### config.mk
export PLATFORM = sky130hd
export DESIGN_NAME = ocw_cordic_stage
export DESIGN_NICKNAME = d
export VERILOG_FILES = /design/src/ocw_pkg.sv /design/src/ocw_cordic_stage.sv
export SDC_FILE = /design/constraint.sdc
export NUM_CORES = 1
export LEC_CHECK = 0
export BUFFER_PORTS_ARGS = -buffer_cell sky130_fd_sc_hd__buf_2
export CAP_MARGIN = 20
export CORE_ASPECT_RATIO = 1.1
export CORE_MARGIN = 2
export CORE_UTILIZATION = 40
export DETAILED_ROUTE_END_ITERATION = 7
export PLACE_DENSITY = 0.64
export SLEW_MARGIN = 20
export SYNTH_ARGS = -nofsm -noshare
export SYNTH_HDL_FRONTEND = slang
export SYNTH_SLANG_ARGS = --single-unit
### constraint.sdc
create_clock -name clk -period 7.36 [get_ports clk]
set_clock_uncertainty 0.1 [all_clocks]
set_input_delay 0.736 -clock clk [delete_from_list [all_inputs] [get_ports clk]]
set_output_delay 0.736 -clock clk [all_outputs]
set_load 0.02 [all_outputs]
### src/ocw_pkg.sv
// shared constants, types and the arctangent table for the omni wheel speed pipeline
// no dependencies; compiled first

package ocw_pkg;

  // field widths
  localparam int TS_W  = 14;  // travel speed
  localparam int TD_W  = 15;  // travel direction
  localparam int TR_W  = 16;  // turn rate
  localparam int RAD_W = 10;  // chassis radius register
  localparam int WS_W  = 16;  // wheel speed
  localparam int WHEELS = 4;

  // parameter defaults
  localparam int CORDIC_STAGES_DEF   = 16;
  localparam int ANGLE_FRAC_BITS_DEF = 12;
  localparam int ATAN_LEN            = 24;

  localparam logic [RAD_W-1:0] RADIUS_RST = 10'd300;

  // fixed point constants, angles in q30 radians
  localparam logic signed [31:0] GAIN_Q30      = 32'sd652032874;
  localparam logic [29:0]        INV_SQRT2_Q30 = 30'd759250125;
  localparam logic signed [34:0] PI_Q30        = 35'sd3373259426;
  localparam logic signed [34:0] HALF_PI_Q30   = 35'sd1686629713;
  localparam logic signed [34:0] TWO_PI_Q30    = 35'sd6746518852;

  // 2^20 / (2 pi), used to estimate whole turns of the direction
  localparam logic signed [18:0] TURN_RECIP    = 19'sd166886;
  localparam int                 TURN_RECIP_SH = 20;
  localparam int                 KP_W          = TD_W + 19;
  localparam int                 K_W           = 6;

  // datapath widths
  localparam int XW      = 46;  // cordic x and y, q30 mm/s
  localparam int ZC_W    = 34;  // cordic angle
  localparam int RW_W    = 27;  // radius times turn rate
  localparam int RW_SH   = 18;  // radius times turn rate to q30
  localparam int SW      = 48;  // wheel sum
  localparam int MAG_LSB = 15;
  localparam int MAG_W   = 32;
  localparam int PROD_W  = MAG_W + 30;
  localparam int Q_LSB   = 45;
  localparam int Q_W     = 17;

  localparam logic [Q_W-1:0]         SAT_NEG_MAG = 17'd32768;
  localparam logic [Q_W-1:0]         SAT_POS_MAG = 17'd32767;
  localparam logic signed [WS_W-1:0] WS_MIN      = 16'sh8000;
  localparam logic signed [WS_W-1:0] WS_MAX      = 16'sh7fff;

  // word carried through the cordic stages
  typedef struct packed {
    logic signed [XW-1:0]   x;
    logic signed [XW-1:0]   y;
    logic signed [ZC_W-1:0] z;
    logic                   flip;
    logic signed [RW_W-1:0] rw;
  } cordic_t;

  // atan(2^-i) in q30
  function automatic logic signed [ZC_W-1:0] atan_q30(input logic [4:0] idx);
    case (idx)
      5'd0:    atan_q30 = ZC_W'(32'h3243_F6A8);
      5'd1:    atan_q30 = ZC_W'(32'h1DAC_6705);
      5'd2:    atan_q30 = ZC_W'(32'h0FAD_BAFC);
      5'd3:    atan_q30 = ZC_W'(32'h07F5_6EA6);
      5'd4:    atan_q30 = ZC_W'(32'h03FE_AB76);
      5'd5:    atan_q30 = ZC_W'(32'h01FF_D55B);
      5'd6:    atan_q30 = ZC_W'(32'h00FF_FAAA);
      5'd7:    atan_q30 = ZC_W'(32'h007F_FF55);
      5'd8:    atan_q30 = ZC_W'(32'h003F_FFEA);
      5'd9:    atan_q30 = ZC_W'(32'h001F_FFFD);
      5'd10:   atan_q30 = ZC_W'(32'h000F_FFFF);
      5'd11:   atan_q30 = ZC_W'(32'h0007_FFFF);
      5'd12:   atan_q30 = ZC_W'(32'h0003_FFFF);
      5'd13:   atan_q30 = ZC_W'(32'h0001_FFFF);
      5'd14:   atan_q30 = ZC_W'(32'h0000_FFFF);
      5'd15:   atan_q30 = ZC_W'(32'h0000_7FFF);
      5'd16:   atan_q30 = ZC_W'(32'h0000_3FFF);
      5'd17:   atan_q30 = ZC_W'(32'h0000_1FFF);
      5'd18:   atan_q30 = ZC_W'(32'h0000_0FFF);
      5'd19:   atan_q30 = ZC_W'(32'h0000_07FF);
      5'd20:   atan_q30 = ZC_W'(32'h0000_03FF);
      5'd21:   atan_q30 = ZC_W'(32'h0000_01FF);
      5'd22:   atan_q30 = ZC_W'(32'h0000_00FF);
      5'd23:   atan_q30 = ZC_W'(32'h0000_007F);
      default: atan_q30 = '0;
    endcase
  endfunction

endpackage

### src/ocw_cordic_stage.sv
// one registered rotation step of the cordic pipeline
// depends on ocw_pkg (cordic_t, atan_q30)

module ocw_cordic_stage #(
  parameter int STAGE = 0
) (
  input  logic            clk,
  input  logic            load,
  input  ocw_pkg::cordic_t d_in,
  output ocw_pkg::cordic_t d_out
);
  import ocw_pkg::*;

  localparam logic [4:0] ATAN_IDX = 5'(STAGE);

  cordic_t              stage_r;
  cordic_t              stage_nxt;
  logic signed [XW-1:0] dx;
  logic signed [XW-1:0] dy;

  // rotate towards zero residual angle
  always_comb begin
    dx        = d_in.y >>> STAGE;
    dy        = d_in.x >>> STAGE;
    stage_nxt = d_in;
    if (!d_in.z[ZC_W-1]) begin
      stage_nxt.x = d_in.x - dx;
      stage_nxt.y = d_in.y + dy;
      stage_nxt.z = d_in.z - atan_q30(ATAN_IDX);
    end else begin
      stage_nxt.x = d_in.x + dx;
      stage_nxt.y = d_in.y - dy;
      stage_nxt.z = d_in.z + atan_q30(ATAN_IDX);
    end
  end

  always_ff @(posedge clk) begin
    if (load) begin
      stage_r <= stage_nxt;
    end
  end

  assign d_out = stage_r;

endmodule

==> results of run 1 <==
-- worst min path at each step --
| stage | to | cells after the start |
|---|---|---|
| after global routing | d_out[10] | 1 |
| final | d_out[7] | 1 |
| after global placement | d_out[9] | 1 |
| after floorplan | d_out[0] | 0 |
| after detailed placement | d_out[27] | 1 |
| after CTS | d_out[7] | 1 |
-- where the power goes --
group          internal, mW  switching, mW
logic                 0.445          0.835
clock network         0.479          0.417
registers              1.14         0.0370
-- synthesized netlist by cell type, types with 6 or more instances --
cell type  count  area, µm²
a211oi_1      22        165
a21o_1        52        390
a21oi_1      189        946
a221oi_1       6       52.6
a31oi_1       16        100
and2_1         7       43.8
and3_1        10       62.6
buf_1         12       45.0
buf_2          7       35.0
clkbuf_1      49        184
clkinv_1       7       26.3
edfxtp_1     153       4590
ha_1         164       2050
inv_1        147        552
mux2i_1       25        250
nand2_1       87        327
nand2b_1      19        119
nand3_1       15       75.1
nand4_1       25        156
nor2_1       127        477
nor2b_1       19        119
nor3_1        28        140
nor4_1        15       93.8
o211ai_1       9       67.6
o21a_1         9       67.6
o21ai_0      100        500
o21bai_1      45        338
o31a_1        10       87.6
o31ai_1       16        120
o41ai_1        6       52.6
or3_1         11       68.8
xnor2_1       94        823
xor2_1        18        158
-- critical path, delay by kind of cell --
kind / cells / cell delay (ns)
adders and majority gates: 1 / 0.48
and+or+nand+nor: 2 / 0.67
AOI/OAI and AO/OA: 7 / 2.20
buffers and inverters: 2 / 0.14
xor gates and xnor gates: 1 / 0.17
-- layer usage --
metal	wire length, µm	GRT usage
met1	20100	0.322
met2	21700	0.402
met4	1930	0.119
met3	3040	0.0366
met5	18	0
-- final cells by class --
class,instances,area (µm²)
multi-input cells,1237,8780
diodes,1,2.50
fillers,3441,18400
well taps,444,556
repair buffers,315,1600
inverters,155,582
clock buffers,17,425
clock inverters,15,154
flip-flops and latches,153,4590
-- layout by cell type, fill, tap and decap left out, types with 9 or more instances in the layout --
cell type	Yosys	layout
a31oi_1	16	16
a21oi_1	189	189
nor2_1	127	127
o21bai_1	45	45
o31a_1	10	10
nand4_1	25	25
or3_1	11	11
mux2i_1	25	25
nor4_1	15	15
nand2b_1	19	19
nor2b_1	19	19
edfxtp_1	153	153
xnor2_1	94	94
ha_1	164	164
xor2_1	18	18
a21o_1	52	52
o31ai_1	16	16
o21a_1	9	9
o21ai_0	100	100
nand2_1	87	87
nor3_1	28	28
o211ai_1	9	9
a211oi_1	22	22
nand3_1	15	15
buf_2	7	307
and3_1	10	10
inv_1	147	147
clkbuf_16	0	17
-- kinds of logic after synthesis --
group,synth area share
simple gates,0.129
fa+ha+maj,0.150
buf+inv,0.0607
flops,0.323
compound gates,0.250
xor+xnor,0.0689
mux,0.0184
-- metrics by stage --
stage	worst slack, ns	hold WS, ns	utilization
global placement	2.81	0.813	0.459
detailed placement	2.67	0.814	0.459
floorplan	3.45	0.735	-
CTS	3.16	0.314	0.475
global route	2.65	0.325	0.475
finish	3.07	0.349	0.475
==> reports/qor.yml, run 1 <==
cts_num_sinks: 153
grt.total_usage: 0.247
ant_nets: 0
min_period_ns: 4.29
dr.pass1.iters: 6
ys_ff_latch: 153
dpl.cell_count: 2304
drt-wirelength-per-cell_um: 20.0
async_reset_ff_frac: 0
power.leakage_nw: 7.56
place_area_um2: 16100
synthesis.nets: 1939
post_cts_buffers: 0
finalInstanceArea_um2: 16700
hp-class: "in -> reg"
grt_first_pass_wirelength_um: 70900
ctsHoldBuffers: 0
status: "completed"
rsz0062_at_grt: "false"
rows: 72
grt_pass1_vias: 12800
power_density_nw_per_um2: 201
cp-end-kind: "flop"
crit_start: "d_in[71]"
worstPathArrival_ns: 4.41
period_share: 0.583
drive_gt1_frac: 0.192
htreeDepth: 4
start_kind: "input port"
seq_area_frac_synth: 0.323
synth-edff-count: 153
maxCapViolations: 0
cts_resized: 0
synthFlopType: "edfxtp_1"
dp_hpwl_um: 36800
largest_reg_flops: 153
numPortBuffers: 309
grt_max_degree: 90
cts_buffers: 17
crit_slowest_cell: "nor4_1"
layout.nets: 2203
cp_max_fo: 14
ys_types: 83
drtIter0Drc: 1011
gp_congestion: 0.995
worst_pin_slew_ns: 0.918
power_mw: 3.35
grt-ovfl-total: 0
finalWirelength_um: 46700
syn2layout_area_growth_pct: 17.2
die_h_um: 202
tns_ns: 0
max_stage_delay_ns: 0.57
yosys_warnings: 0
min_from: "d_in[7]"
crit_type: "in -> reg"
cts_root_buffer: "clkbuf_16"
layoutNonFillerInstCount: 2337
finalSetupViolCount: 0
dieArea_um2: 37100
cts_tree: "done"
crit_end: "d_out[145]"
postSynthCellCount: 1615
ios: 310
cp_cell_sequence: "buf_2 > inv_1 > ha_1 > nor4_1 > nand2_1 > a211oi_1 > o311ai_2 > o21ai_0 > a41o_1 > a211oi_1 > o21ai_0 > a21oi_1 > xnor2_1"
slew_violations: 0
relSlewSlack: 0.388
ir_drop_mv: 0.175
coreArea_um2: 35100
cp_data_required_time_ns: 7.47
start_util: 0.405
antenna_found_initial: 2
synth.avg_cell_area_um2: 8.82
finalHoldViolCount: 0
chipWidth_um: 184
timing.fmax_ghz: 0.233
clk_path_buf_depth: 2
syn-cell-area_um2: 14200
routed-via-count: 13400
post-route-drc-count: 0
via_per_inst: 5.72
clk_pin_slew_ns: 0.07
Note: power is estimated with default switching activity, not from simulation.
==> run 2: changes to the inputs <==
- clock period: 7.36 -> 4.4 ns (I/O delays scaled with it)
==> run 2 against run 1 <==
Effect of this change:
- combinational power rose by 70%
- via count rose by 0.57%
- sequential power rose by 68%
- hold slack got worse by 0.28 ns
- total power rose by 69%
- flip-flop and latch count did not move
- setup slack got worse by 2.7 ns
- first-iteration DRC count rose by 7.0%
- global-route usage barely moved
- routed wire length rose by 0.25%
- critical endpoint is now d_out[106]
- largest cell class unchanged
- highest routed layer unchanged
==> reports/qor.yml, run 2 (synthesis results as in run 1) <==
drtIter0Drc: 1082  # +7.0%
use_met2: 0.399  # -0.00229
dp_hpwl_um: 37000  # +0.52%
layout.nets: 2233  # +1.4%
finalHoldViolCount: 0  # unchanged
ios: 310  # unchanged
cts_root_buffer: "clkbuf_16"
seq_power_share: 0.347  # -0.003
coreArea_um2: 35100  # unchanged
top_usage_layer: "met2"
grt.total_usage: 0.247  # -0.000316
cts_resized: 0  # unchanged
maxCapViolations: 0  # unchanged
grt_pass1_vias: 12900  # +1.1%
cts_tree: "done"
syn2layout_area_growth_pct: 19.0
numPortBuffers: 309  # unchanged
rows: 72  # unchanged
via_per_inst: 5.68  # -0.66%
worst_pin_slew_ns: 0.891  # -0.0267 ns
ir_drop_mv: 0.288  # +64%
power_density_nw_per_um2: 333  # +66%
drt-wirelength-per-cell_um: 19.8  # -0.98%
clk_path_buf_depth: 2  # unchanged
hold_slack_ns: 0.0673  # -0.282 ns
start_kind: "input port"
layout_common_cells: "buf_2 (307), a21oi_1 (189), ha_1 (164)"
min_period_ns: 4.06
dr.pass1.iters: 6  # unchanged
finalSetupViolCount: 0  # unchanged
finalWirelength_um: 46900  # +0.25%
p_int_mw: 3.45  # +67%
drive_gt1_frac: 0.205  # +0.0126
crit_type: "in -> reg"
holdPathEnd: "d_out[7]"
cp_top_family: "compound AO/OA/AOI/OAI gates"
cp_data_required_time_ns: 4.48  # -2.99 ns
chipWidth_um: 184  # unchanged
place_area_um2: 16400  # +1.5%
final.setup.worst_slack_ns: 0.339  # -2.73 ns
period_share: 0.923
antenna_found_initial: 1  # -1
crit_slowest_cell: "a2111oi_1"
htreeDepth: 4  # unchanged
tns_ns: 0  # unchanged
clock_power_share: 0.267  # about the same
status: "completed"
diodes: 0  # -1
hp-class: "in -> reg"
clk_pin_slew_ns: 0.07  # about the same
dieArea_um2: 37100  # unchanged
largest_reg_flops: 153  # unchanged
cp_max_fo: 3  # -11
relSlewSlack: 0.406  # +0.0178
holdPathStages: 1  # unchanged
switchingPower_mw: 2.21  # +71%
routed-via-count: 13500  # +0.57%
max_stage_delay_ns: 0.59  # +0.02 ns
timing.fmax_ghz: 0.246
die_h_um: 202  # unchanged
ctsHoldBuffers: 0  # unchanged
cts_buffers: 17  # unchanged
slew_violations: 0  # unchanged
dpl.cell_count: 2334  # +1.3%
ant_nets: 0  # unchanged
start_util: 0.405  # unchanged
min_from: "d_in[7]"
cts_num_sinks: 153  # unchanged
fin_util: 0.482  # +0.00719
cp-end-kind: "flop"
gp_congestion: 0.951  # -4.4%
power_mw: 5.65  # +69%
rsz0062_at_grt: "false"
finalInstanceArea_um2: 17000  # +1.5%
grt_use_met1: 0.322  # about the same
worstPathArrival_ns: 4.15  # -0.26 ns
layout_commonest_cell: "buf_2"
cp_num_buf_inv: 4  # +2
swShare: 0.390  # +0.00537
gr-usage-met3: 0.0364  # -0.000180
grt_first_pass_wirelength_um: 71300  # +0.64%
grt_max_degree: 87  # -3.3%
path_common_cell: "buf_4"
layoutNonFillerInstCount: 2366  # +1.2%
power_frac_comb: 0.386  # +0.004
cp_cell_sequence: "buf_2 > inv_1 > ha_1 > fa_1 > o21bai_1 > a221oi_1 > buf_4 > a2111oi_1 > buf_4 > o31a_1 > o21ai_0 > a21oi_1 > nor4b_1 > o22ai_2 > xnor2_1"
pre_cts_ws_ns: 0.0107  # -2.66 ns
grt-ovfl-total: 0  # unchanged
post_cts_buffers: 0  # unchanged
post-route-drc-count: 0  # unchanged
power.leakage_nw: 7.72  # +2.1%
==> run 2: changes by cell type in the layout (fill, tap and decap cells not counted), sizes merged <==
cell	delta
diode	-1
clkinvlp	-2
buf	+30
clkinv	+4
inv	-1
bufinv	-1
==> run 2: power by group through the flow <==
stage	Clock, mW	Combinational (mW)	Sequential, mW
2_1_floorplan	0	1.11	2.28
6_report	1.51	2.18	1.96
3_3_place_gp	0	2.15	1.99
4_1_cts	1.55	2.16	1.97
3_5_place_dp	0	2.15	2.00
5_1_grt	1.60	2.35	1.98
==> run 2: layout make-up <==
| type | count | area [µm²] |
|---|---|---|
| Fill cell | 3434 | 18200 |
| Multi-Input combinational cell | 1237 | 8780 |
| Sequential cell | 153 | 4590 |
| Timing Repair Buffer | 345 | 1840 |
| Inverter | 155 | 582 |
| Tap cell | 444 | 556 |
| Clock buffer | 17 | 425 |
| Clock inverter | 15 | 171 |
==> run 2: how the worst max path moves through the flow <==
stage	to	slack, ns	from	cells after the start
after floorplan	d_out[59]	0.79	d_in[61]	13
after global placement	d_out[106]	0.03	d_in[62]	15
after detailed placement	d_out[106]	0.01	d_in[62]	15
after CTS	d_out[106]	0.45	d_in[62]	15
after global routing	d_out[106]	0.26	d_in[62]	15
final	d_out[106]	0.34	d_in[62]	15
==> run 2: routing by layer <==
layer,wire (µm),vias up,part of all wire
met2,21600,598,0.46
met4,1980,2,0.042
met5,13,-,0.00028
li1,-,6464,-
met1,19900,6288,0.42
met3,3350,98,0.071
